## src/hdl/scd_pkg.sv

```systemverilog
// ----------------------------------------------------------------------------
// Scene cut detector package
// Beat types, configuration codes, color coefficients and the small helper
// functions that the detector modules share.
// ----------------------------------------------------------------------------
package scd_pkg;

	// One pixel beat on the input channel.
	typedef struct packed {
		logic        frame_start;
		logic [15:0] pixel_index;
		logic [7:0]  luma;
		logic [7:0]  chroma_blue;
		logic [7:0]  chroma_red;
	} pixel_t;

	// One decision beat on the output channel.
	typedef struct packed {
		logic [31:0] frame_number;
		logic        scene_cut;
		logic        forced;
		logic [7:0]  mean_difference;
	} result_t;

	// Stored pixel, laid out as R in the top byte and B in the bottom byte.
	typedef struct packed {
		logic [7:0] r;
		logic [7:0] g;
		logic [7:0] b;
	} rgb_t;

	// Live configuration handed to the decision unit.
	typedef struct packed {
		logic [7:0]  threshold;
		logic [15:0] stop_frames;
		logic [15:0] min_frames;
	} cfg_t;

	// Snapshot of a finished frame that the decision unit works on.
	typedef struct packed {
		logic [25:0] sum;
		logic [17:0] count;
		logic [31:0] frame;
	} decide_req_t;

	// Decision unit sequencer states.
	typedef enum logic [2:0] {
		DEC_IDLE,
		DEC_SAT,
		DEC_DIV,
		DEC_DECIDE,
		DEC_OUT
	} dec_state_t;

	// Configuration register indexes.
	localparam logic [1:0] CFG_THRESHOLD   = 2'd0;
	localparam logic [1:0] CFG_STOP_FRAMES = 2'd1;
	localparam logic [1:0] CFG_MIN_FRAMES  = 2'd2;

	// Reset values of the configuration registers.
	localparam logic [7:0]  THRESHOLD_RESET   = 8'd100;
	localparam logic [15:0] STOP_FRAMES_RESET = 16'd8;
	localparam logic [15:0] MIN_FRAMES_RESET  = 16'd250;

	// Q1.16 conversion coefficients.
	localparam logic [16:0] COEF_R_CR = 17'd91881;
	localparam logic [16:0] COEF_G_CB = 17'd22554;
	localparam logic [16:0] COEF_G_CR = 17'd46802;
	localparam logic [16:0] COEF_B_CB = 17'd116130;

	// Chroma offset and accumulator limits.
	localparam logic [7:0]  CHROMA_OFFSET = 8'd128;
	localparam logic [25:0] SUM_MAX       = 26'h3FFFFFF;
	localparam logic [17:0] COUNT_MAX     = 18'h3FFFF;
	localparam logic [17:0] COUNT_STEP    = 18'd3;

	// Clamp a signed intermediate color value to one byte.
	function automatic logic [7:0] clamp_byte(input logic signed [10:0] v);
		logic [7:0] res;
		if (v < 0) begin
			res = 8'd0;
		end else if (v > 11'sd255) begin
			res = 8'd255;
		end else begin
			res = v[7:0];
		end
		return res;
	endfunction

	// Absolute difference of two bytes.
	function automatic logic [7:0] abs_diff(input logic [7:0] a, input logic [7:0] b);
		logic [7:0] res;
		if (a > b) begin
			res = a - b;
		end else begin
			res = b - a;
		end
		return res;
	endfunction

endpackage

```

## src/hdl/scd_decide.sv

```systemverilog
// ----------------------------------------------------------------------------
// Scene cut detector decision unit
// Divides a frame's difference sum by its sample count one quotient bit per
// cycle, applies the cut rules and holds the result beat until it is taken.
// ----------------------------------------------------------------------------
module scd_decide import scd_pkg::*; (
	input  logic        clk,
	input  logic        arst_n,
	input  logic        launch,
	input  decide_req_t req,
	input  cfg_t        cfg,
	output logic        busy,
	output logic        result_valid,
	input  logic        result_stall,
	output result_t     result
);

	dec_state_t state_q;
	dec_state_t state_nx;

	logic [25:0] rem_q;
	logic [17:0] cnt_q;
	logic [31:0] frame_q;
	logic [7:0]  quo_q;
	logic [2:0]  step_q;
	logic [31:0] last_cut_q;
	logic        last_cut_valid_q;
	result_t     result_q;

	logic        cnt_zero;
	logic        sat_hit;
	logic [25:0] trial;
	logic        trial_fits;
	logic [31:0] frame_gap;
	logic        cut;
	logic        forced;

	// Divider compares and the cut rules.
	always_comb begin
		cnt_zero   = cnt_q == 18'd0;
		sat_hit    = rem_q >= {cnt_q, 8'd0};
		trial      = 26'(cnt_q) << step_q;
		trial_fits = rem_q >= trial;
		frame_gap  = frame_q - last_cut_q;
		cut        = cnt_zero || (quo_q >= cfg.threshold);
		forced     = cnt_zero;
		if (cut) begin
			if (last_cut_valid_q && (frame_gap < 32'(cfg.stop_frames))) begin
				cut = 1'b0;
			end
		end else if (!last_cut_valid_q || (frame_gap >= 32'(cfg.min_frames))) begin
			cut    = 1'b1;
			forced = 1'b1;
		end
		if (!cut) begin
			forced = 1'b0;
		end
	end

	// Next state.
	always_comb begin
		state_nx = state_q;
		unique case (state_q)
			DEC_IDLE: begin
				if (launch) begin
					state_nx = DEC_SAT;
				end
			end
			DEC_SAT: begin
				if (cnt_zero || sat_hit) begin
					state_nx = DEC_DECIDE;
				end else begin
					state_nx = DEC_DIV;
				end
			end
			DEC_DIV: begin
				if (step_q == 3'd0) begin
					state_nx = DEC_DECIDE;
				end
			end
			DEC_DECIDE: begin
				state_nx = DEC_OUT;
			end
			DEC_OUT: begin
				if (!result_stall) begin
					state_nx = DEC_IDLE;
				end
			end
			default: begin
				state_nx = DEC_IDLE;
			end
		endcase
	end

	// Outputs of the sequencer.
	always_comb begin
		busy         = state_q != DEC_IDLE;
		result_valid = state_q == DEC_OUT;
		result       = result_q;
	end

	always_ff @(posedge clk or negedge arst_n) begin
		if (!arst_n) begin
			state_q <= DEC_IDLE;
		end else begin
			state_q <= state_nx;
		end
	end

	// Last cut tracking.
	always_ff @(posedge clk or negedge arst_n) begin
		if (!arst_n) begin
			last_cut_q       <= 32'd0;
			last_cut_valid_q <= 1'b0;
		end else if (state_q == DEC_DECIDE && cut) begin
			last_cut_q       <= frame_q;
			last_cut_valid_q <= 1'b1;
		end
	end

	// Divider datapath and the result register.
	always_ff @(posedge clk) begin
		unique case (state_q)
			DEC_IDLE: begin
				if (launch) begin
					rem_q   <= req.sum;
					cnt_q   <= req.count;
					frame_q <= req.frame;
					quo_q   <= 8'd0;
					step_q  <= 3'd7;
				end
			end
			DEC_SAT: begin
				// A quotient of 256 or more saturates to the top code.
				if (!cnt_zero && sat_hit) begin
					quo_q <= 8'hFF;
				end
			end
			DEC_DIV: begin
				if (trial_fits) begin
					rem_q         <= rem_q - trial;
					quo_q[step_q] <= 1'b1;
				end
				step_q <= step_q - 3'd1;
			end
			DEC_DECIDE: begin
				result_q.frame_number    <= frame_q;
				result_q.scene_cut       <= cut;
				result_q.forced          <= forced;
				result_q.mean_difference <= quo_q;
			end
			DEC_OUT: begin
			end
			default: begin
			end
		endcase
	end

endmodule

```

## config.mk

```make
export PLATFORM = sky130hd
export DESIGN_NAME = scd_decide
export DESIGN_NICKNAME = d
export VERILOG_FILES = /design/src/hdl/scd_pkg.sv /design/src/hdl/scd_decide.sv
export SDC_FILE = /design/constraint.sdc
export NUM_CORES = 1
export LEC_CHECK = 0
export ABC_CLOCK_PERIOD_IN_PS = 7300
export BUFFER_PORTS_ARGS = -buffer_cell sky130_fd_sc_hd__buf_2
export CORE_UTILIZATION = 58
export DETAILED_ROUTE_END_ITERATION = 16
export GPL_ROUTABILITY_DRIVEN = 0
export PLACE_DENSITY = 0.81
export SLEW_MARGIN = 30
export SYNTH_ARGS = -nofsm -noshare
export SYNTH_HDL_FRONTEND = slang
export SYNTH_SLANG_ARGS = --single-unit
```

## constraint.sdc

```tcl
create_clock -name clk -period 7.3 [get_ports clk]
set_input_delay 0.365 -clock clk [delete_from_list [all_inputs] [get_ports clk]]
set_output_delay 0.365 -clock clk [all_outputs]
set_load 0.005 [all_outputs]
```

Word-level counts from Yosys, hierarchy flattened
Index checks and enable logic that the tools add are counted.
{ "totals": {"elab_cells": 74, "rom_bits": 0, "ff_bits": 165, "memories": 0, "mem_bits_rw": 0, "latchBits": 0} }
{ "op_classes": {"div": 0, "mux": 21, "n_reduce_logical": 20, "shift": 1, "bitwise": 1, "eq_ne": 9, "add_sub_neg": 3, "n_mul": 0, "n_lt_le_gt_ge": 7} }
{ "ops": {"columns": ["cell", "count"], "rows": [
  ["26-bit >= comparator", 2],
  ["26-bit two-way mux", 2],
  ["26-bit case mux with 2 select lines", 1],
  ["32-bit by 16-bit >= comparator with 1-bit output", 1],
  ["32-bit by 16-bit less-than comparator with 1-bit output", 1],
  ["32-bit subtractor", 1],
  ["18-bit by 3-bit left shift with 26-bit output", 1],
  ["26-bit subtractor", 1],
  ["8-bit two-way mux", 3],
  ["8-bit case mux with 3 select lines", 1],
  ["18-bit zero test", 1],
  ["3-bit case mux with 5 select lines", 1],
  ["3-bit two-way mux", 4],
  ["2-bit inequality test, second input constant", 5],
  ["8-bit >= comparator", 1],
  ["8-bit bitwise OR", 1],
  ["1-bit two-way mux", 7],
  ["3-bit by 2-bit == test with 1-bit output, second input constant", 2],
  ["3-bit zero test", 2],
  ["3-bit case mux with 2 select lines", 1],
  ["3-bit AND reduction", 2],
  ["3-bit nonzero test", 2],
  ["1-bit logical AND", 4],
  ["3-bit by 4-bit less-than comparator with 1-bit output, second input constant", 1],
  ["other kinds (10)", 14]
]} }

Longest topological paths before layout
Gate-level depths: netlist (run 1).
{ "logic_depth": {"ltp_word": 7, "ltp_mapped": 21, "depth_no_buf": 20} }

Least setup slack after synthesis (run 1)
No wires, ideal clock.
{ "synth_timing": {"kind": "flip-flop to flip-flop", "start": "reg step_q[0]", "end": "reg rem_q[0], enable pin", "stages_incl_launch_ff": 18, "arrival_time_ns": 4.765, "required_ns": 6.882, "setup_ns": 0.418, "path_slack_ns": 2.117, "path_buffers": 2, "cell_sequence": "edfxtp_1 > clkbuf_1 > buf_1 > mux2i_1 > nand2b_1 > inv_1 > fa_1 > nor2b_1 > o21ai_0 > nand2b_1 > a221oi_1 > o21ai_0 > a221oi_1 > o211ai_1 > a31oi_1 > o21ai_0 > o41ai_1 > a21oi_1"} }
{ "synth_between": {"elab_chain_len": 4} }
{ "synth_rtl": {"columns": ["item", "line", "rtl"], "rows": [
  ["from (decl)", "scd_decide.sv:25", "logic [2:0] step_q;"],
  ["from (signal assigned)", "scd_decide.sv:144", "step_q <= step_q - 3'd1;"],
  ["18-bit by 3-bit left shift with 26-bit output", "scd_decide.sv:42", "trial = 26'(cnt_q) << step_q;"],
  ["26-bit >= comparator", "scd_decide.sv:43", "trial_fits = rem_q >= trial;"],
  ["2-bit inequality test (no line)", null, null],
  ["3-bit AND reduction (no line)", null, null],
  ["to (signal assigned)", "scd_decide.sv:126", "rem_q <= req.sum;"],
  ["to (signal assigned)", "scd_decide.sv:141", "rem_q <= rem_q - trial;"],
  ["to (decl)", "scd_decide.sv:21", "logic [25:0] rem_q;"]
]} }
No other way between the ends.
A chain may end at the register's enable or synchronous reset.

Worst setup path after layout (run 1)
{ "layout_timing": {"start": "reg step_q[1]", "end": "reg quo_q[1], enable pin"} }
{ "layout_between": {"elab_chain_len": 4} }
{ "layout_rtl": {"columns": ["item", "line", "rtl"], "rows": [
  ["18-bit by 3-bit left shift with 26-bit output", "scd_decide.sv:42", null],
  ["26-bit >= comparator", "scd_decide.sv:43", null],
  ["2-bit inequality test (no line)", null, null],
  ["4-bit AND reduction (no line)", null, null],
  ["to (signal assigned)", "scd_decide.sv:129", "quo_q <= 8'd0;"],
  ["to (signal assigned)", "scd_decide.sv:136", "quo_q <= 8'hFF;"],
  ["to (signal, indexed assignment)", "scd_decide.sv:142", "quo_q[step_q] <= 1'b1;"],
  ["to (decl)", "scd_decide.sv:24", "logic [7:0] quo_q;"]
]} }
No other way between the ends.

==> metrics.yaml, run 1 <==
top_usage_layer: "met2"
min_period_ns: 5.61
htree_levels: 4
io_pins: 164
antenna_found_initial: 0
finClkSkew_ns: 0.00896
grt_use_met3_pct: 5.30
maxCapViolCount: 0
maxSlewHeadroom_pct: 40.0
area_delta_synth_final_pct: 14.4
peakVddDrop_v: 0.000251
p_leak_nw: 5.80
wire_per_inst_um: 17.1
crit_cells: 15
use_met2_pct: 45.2
synthTopCellsByArea: "edfxtp_1 35%, ha_1 13%, dfrtp_1 8.1%"
status: "finished, final reports clean"
hold_path_depth: 1
n_fill_cell: 1402
post-route-cell-area_sq_um: 12700
synth_area_sq_um: 11100
post_drt_via_cell_ratio: 5.88
layout_common_cells: "162 x buf_2, 129 x edfxtp_1, 115 x inv_1, 115 x ha_1, 99 x nand2_1"
clk_pin_slew_ns: 0.07
antenna_cells: 0
cp.required_ns: 7.42
synth_cell_types: 73
hold_violations: 0
grt-ovfl-total: 0
path_class: "reg2reg"
dp_hpwl_um: 18800
cts-root-buf: "clkbuf_16"
cts_setup_buffers: 0
synthArstFlopShare_pct: 21.8
max_freq_mhz: 178
cp_max_fo: 22
setup_slack_ns: 1.69
r2r.worst_path.cells: 15
synth_fp_nets: 1321
synth_edf_count: 129
drc: 0
fin_crit_sh_pct: 76.9
holdCritPathClass: "in2reg"
port_buffers: 163
grt_pass1_vias: 8512
grtUsageTotal_pct: 26.5
clock_path_buffers: 2
tightestPinTransition_ns: 0.893
dr_total_vias: 8770
synthXorXnorAreaFrac_pct: 3.37
pre_cts_slack_ns: 1.87
synth_top_family_by_area: "compound AO/OA/AOI/OAI gates"
yosysTopAreaCell: "edfxtp_1"
final_common_cell: "buf_2"
setup_viol_count_final: 0
synth_top_area_share_pct: 34.8
final_core_util_pct: 67.9
slowest_delay_ns: 0.82
coreArea_sq_um: 18800
clkLatencyLatePin_ns: 0.43
cts_sinks: 165
chipWidth_um: 141
drv_slew: 0
floorplan.rows: 50
first_pass_iters: 6
rsz0062_at_grt: "false"
cts_buffers: 17
fin_tns_setup_ns: 0
crit_buf_inv: 1
syn_avg_cell_area_sq_um: 10.3
path_common_cell: "o21ai_0"
crit_chain: "clkinv_1 -> mux2i_1 -> nand2_1 -> ha_1 -> nor2b_1 -> o21ai_0 -> nand2b_1 -> a221oi_1 -> o21ai_0 -> a221oi_1 -> o211ai_1 -> a31oi_1 -> o21ai_0 -> o41ai_1 -> nor2_1"
cts_tree: "done"
ant_nets: 0
synth_warnings: 0
synth.area.mux_share_pct: 7.16
yosysSeqAreaShare_pct: 42.9
synthCells: 1084
die_h_um: 141
synthFlopType: "edfxtp_1"
nNetsFinal: 1481
dieArea_sq_um: 19800
arrival_ns: 5.73
synthAdderAreaFrac_pct: 13.3
dpl_cell_area_sq_um: 12200
ys_seq_elements: 165
drt_iter0_markers: 723
grt_use_met1_pct: 33.5
cp_slowest_cell: "edfxtp_1"
grt_max_degree: 64
end_kind: "flop"
crit_family: "compound AO/OA/AOI/OAI gates"
drive_gt1_share_pct: 20.1
grt_pass1_wl_um: 41000
synth-simple-area-share_pct: 11.5
power_density_nw_per_um2: 520
synth_compound_area_share_pct: 16.6
start_util_pct: 59.3
start_kind: "flop"
drt-total-wl_um: 25500
Yosys cell counts, types with 5 or more instances:
library cell / instances
a31oi_1: 11
o211a_1: 5
o21bai_1: 5
nand3_1: 13
o21a_1: 16
ha_1: 115
nor2_1: 50
dfrtp_1: 36
a211oi_1: 5
nor2b_1: 12
nor3_1: 18
o31ai_1: 5
mux4_2: 5
mux2_4: 28
nand4_1: 19
o211ai_1: 7
nand2b_1: 14
xor2_1: 19
clkbuf_1: 18
xnor2_1: 22
edfxtp_1: 129
buf_1: 6
o21ai_0: 79
a21oi_1: 81
nand2_1: 99
mux2i_1: 23
inv_1: 117
a21o_1: 32
nor4_1: 11
registers in the layout, indices dropped and copies added (netlist names):
name / cells
rem_q: 26
cnt_q: 18
frame_q: 32
last_cut_q: 32
last_cut_valid_q: 1
quo_q: 8
result: 42
step_q: 3
state_q: 3
final timing paths:
path / startpoint / slack [ns] / endpoint
setup / recovery: step_q[1] / 1.69 / quo_q[1]
hold / removal: req[0] / 0.10 / frame_q[0]
setup reg to reg: step_q[1] / 1.69 / quo_q[1]
hold reg to reg: frame_q[24] / 0.49 / result[34]
max in group asynchronous: arst_n / 6.47 / last_cut_q[12]
min in group asynchronous: arst_n / 0.45 / last_cut_q[7]
cells by family after synthesis:
| logic type | after synthesis |
|---|---|
| multiplexers | 59 |
| adder cells (fa/ha/maj) | 117 |
| buffers and inverters | 147 |
| flip-flops | 165 |
| AO/OA/AOI/OAI | 288 |
| AND/OR/NAND/NOR | 266 |
| XOR/XNOR | 42 |
metrics by stage:
step                power (W)  hold WS (ns)  std cells
floorplan             0.00471        0.0694       1084
global placement      0.00550         0.458       1458
detailed placement    0.00563         0.471       1458
CTS                   0.00658        0.0892       1490
global route          0.00717        0.0851       1491
finish                0.00662         0.101       1491
layout make-up:
class                      count  area [sq um]  share of cell area [%]
clock inverter                14           136                    1.07
multi-input combinational    772          5790                    45.5
clock buffer                  18           429                    3.37
tap                          234           293                    2.30
timing repair buffer         169           866                    6.80
inverter                     119           448                    3.52
sequential                   165          4770                    37.5
power breakdown:
group,internal [W],switching (W),total (W)
clock,0.000479,0.000403,0.000882
combinational,0.00169,0.00232,0.00401
sequential,0.00148,0.000246,0.00172
total,0.00365,0.00297,0.00662
routing by layer:
metal	vias up	share of wire, %	wire, um
met4	0	2.1	529
met2	336	48	12300
met1	4088	43	11000
li1	4294	-	-
met3	52	6.6	1690
met5	-	0	0
repair_timing:
| action | in CTS | in global routing |
|---|---|---|
| hold buffers | 0 | 1 |
| setup endpoints to repair | 0 | 0 |
| gates resized for setup | 0 | 0 |
| endpoints found under the hold margin | 0 | 36 |
Power figures use the tool's default switching activity.
==> run 2, diff against run 1 <==
- ABC_CLOCK_PERIOD_IN_PS: 7300 -> 5730
- clock period: 7.3 -> 5.73 ns (I/O delays scaled with it)
==> metrics.yaml, run 2 (synthesis gave the netlist of run 1 again) <==
status: "finished, final reports clean"
cts_tree: "done"
drive_gt1_share_pct: 20.5
start_util_pct: 59.3
fin_tns_setup_ns: 0
hold_violations: 0
path_class: "reg2reg"
multiInputGateArea_sq_um: 5790
layout_common_cells: "162 x buf_2, 129 x edfxtp_1, 115 x inv_1, 115 x ha_1, 99 x nand2_1"
cts_sinks: 165
cp.required_ns: 6.04
clock_path_buffers: 2
grt_max_degree: 64
port_buffers: 163
antenna_found_initial: 1
rsz0062_at_grt: "false"
maxCapViolCount: 0
htree_levels: 4
grtUsageTotal_pct: 27.0
nNetsFinal: 1485
crit_buf_inv: 3
dr_total_vias: 8845
reg2reg_from: "frame_q[2]"
hold_start: "req[32]"
fin_crit_sh_pct: 86.8
dp_hpwl_um: 19400
drt_iter0_markers: 698
area_delta_synth_final_pct: 14.5
io_pins: 164
grt_pass1_wl_um: 41600
final_common_cell: "buf_2"
cts_buffers: 17
crit_family: "compound AO/OA/AOI/OAI gates"
ant_nets: 0
cts_hold_buffers: 0
finClkSkew_ns: 0.0107
cts-root-buf: "clkbuf_16"
end_kind: "flop"
maxSlewHeadroom_pct: 41.0
cp_slowest_cell: "o31ai_1"
seq_area_sq_um: 4770
chipWidth_um: 141
power_density_nw_per_um2: 658
dieArea_sq_um: 19800
wire_per_inst_um: 17.4
slowest_delay_ns: 0.79
grt-ovfl-total: 0
cts_setup_buffers: 0
largest_reg_flops: 42
setup_viol_count_final: 0
peakVddDrop_v: 0.000311
drc: 0
arrival_ns: 5.29
die_h_um: 141
coreArea_sq_um: 18800
fin_total_pwr_w: 0.00839
p_leak_nw: 5.81
max_freq_mhz: 201
min_period_ns: 4.97
post_drt_via_cell_ratio: 5.91
grt_pass1_vias: 8595
holdCritPathClass: "in2reg"
crit_chain: "ha_1 -> o21a_1 -> o31a_1 -> o21ai_0 -> o31ai_1 -> nor2_1 -> xnor2_1 -> ha_1 -> nand4_1 -> inv_1 -> o211ai_1 -> and3_1 -> inv_1 -> o21ai_0 -> a41oi_4 -> buf_4 -> mux2_4"
start_kind: "flop"
clk_pin_slew_ns: 0.07
startpoint: "frame_q[2]"
first_pass_iters: 5
tightestPinTransition_ns: 0.878
cts_resized: 0
drt-total-wl_um: 26100
drv_slew: 0
n_fill_cell: 1420
floorplan.rows: 50
clkLatencyLatePin_ns: 0.44
cp_max_fo: 13
## run 2: cell types whose count changed in the layout (fill, tap and decap cells not counted)
cell and delta:
buf_4 +4, bufinv_16 -1, clkbuf_1 -1, clkinv_1 -1, clkinv_2 +2, clkinv_4 +1, clkinvlp_4 +2, diode_2 +1
inv_6 -2
## run 2: final cells by class
cell class / instances / area share [%]
Multi-Input combinational cell: 772 / 45.4
Clock inverter: 15 / 0.932
Antenna cell: 1 / 0.0196
Inverter: 119 / 3.51
Tap cell: 234 / 2.30
Sequential cell: 165 / 37.4
Timing Repair Buffer: 173 / 7.03
Clock buffer: 17 / 3.34
## run 2: worst register-to-register path, cell delays in order (launching register included)
cell and delay, ns:
edfxtp_1 0.41, ha_1 0.41, o21a_1 0.17, o31a_1 0.18, o21ai_0 0.18, o31ai_1 0.79
nor2_1 0.12, xnor2_1 0.19, ha_1 0.32, nand4_1 0.09, inv_1 0.08, o211ai_1 0.09
and3_1 0.16, inv_1 0.06, o21ai_0 0.18, a41oi_4 0.68, buf_4 0.41, mux2_4 0.34
## run 2: worst paths after layout
kind                                        to  slack [ns]  cells after the start
worst max-delay path             last_cut_q[9]        0.76                     17
worst min-delay path                  cnt_q[0]        0.02                      1
worst max register to register   last_cut_q[9]        0.76                     17
max in group asynchronous       last_cut_q[15]        4.96                      2
min in group asynchronous        last_cut_q[7]        0.36                      2
worst min register to register      result[10]        0.48                      0
## run 2: routing by layer
| metal | track usage, % | up-vias | part of all wire (%) |
|---|---|---|---|
| li1 | - | 4302 | - |
| met1 | 34.3 | 4163 | 43 |
| met2 | 46.1 | 320 | 48 |
| met3 | 4.51 | 60 | 5.9 |
| met4 | 11.0 | 0 | 2.9 |
| met5 | 0 | - | 0 |
## run 2: per-stage QoR
stage / hold WS (ns) / area (sq um) / setup WS, ns / utilization [%] / cells
floorplan: -0.00909 / 11100 / 0.547 / - / 1084
global placement: 0.448 / 12200 / 1.11 / 64.9 / 1462
CTS: 0.00322 / 12700 / 0.846 / 67.8 / 1494
global route: 0.00643 / 12700 / 0.392 / 67.9 / 1496
detailed placement: 0.461 / 12200 / 0.956 / 64.9 / 1462
finish: 0.0215 / 12700 / 0.756 / 67.9 / 1496
## run 2: power breakdown
| group | internal [W] | switching, W | total, W |
|---|---|---|---|
| Sequential | 0.00188 | 0.000310 | 0.00219 |
| Clock | 0.000563 | 0.000503 | 0.00107 |
| Combinational | 0.00217 | 0.00297 | 0.00514 |
| Total | 0.00462 | 0.00378 | 0.00839 |
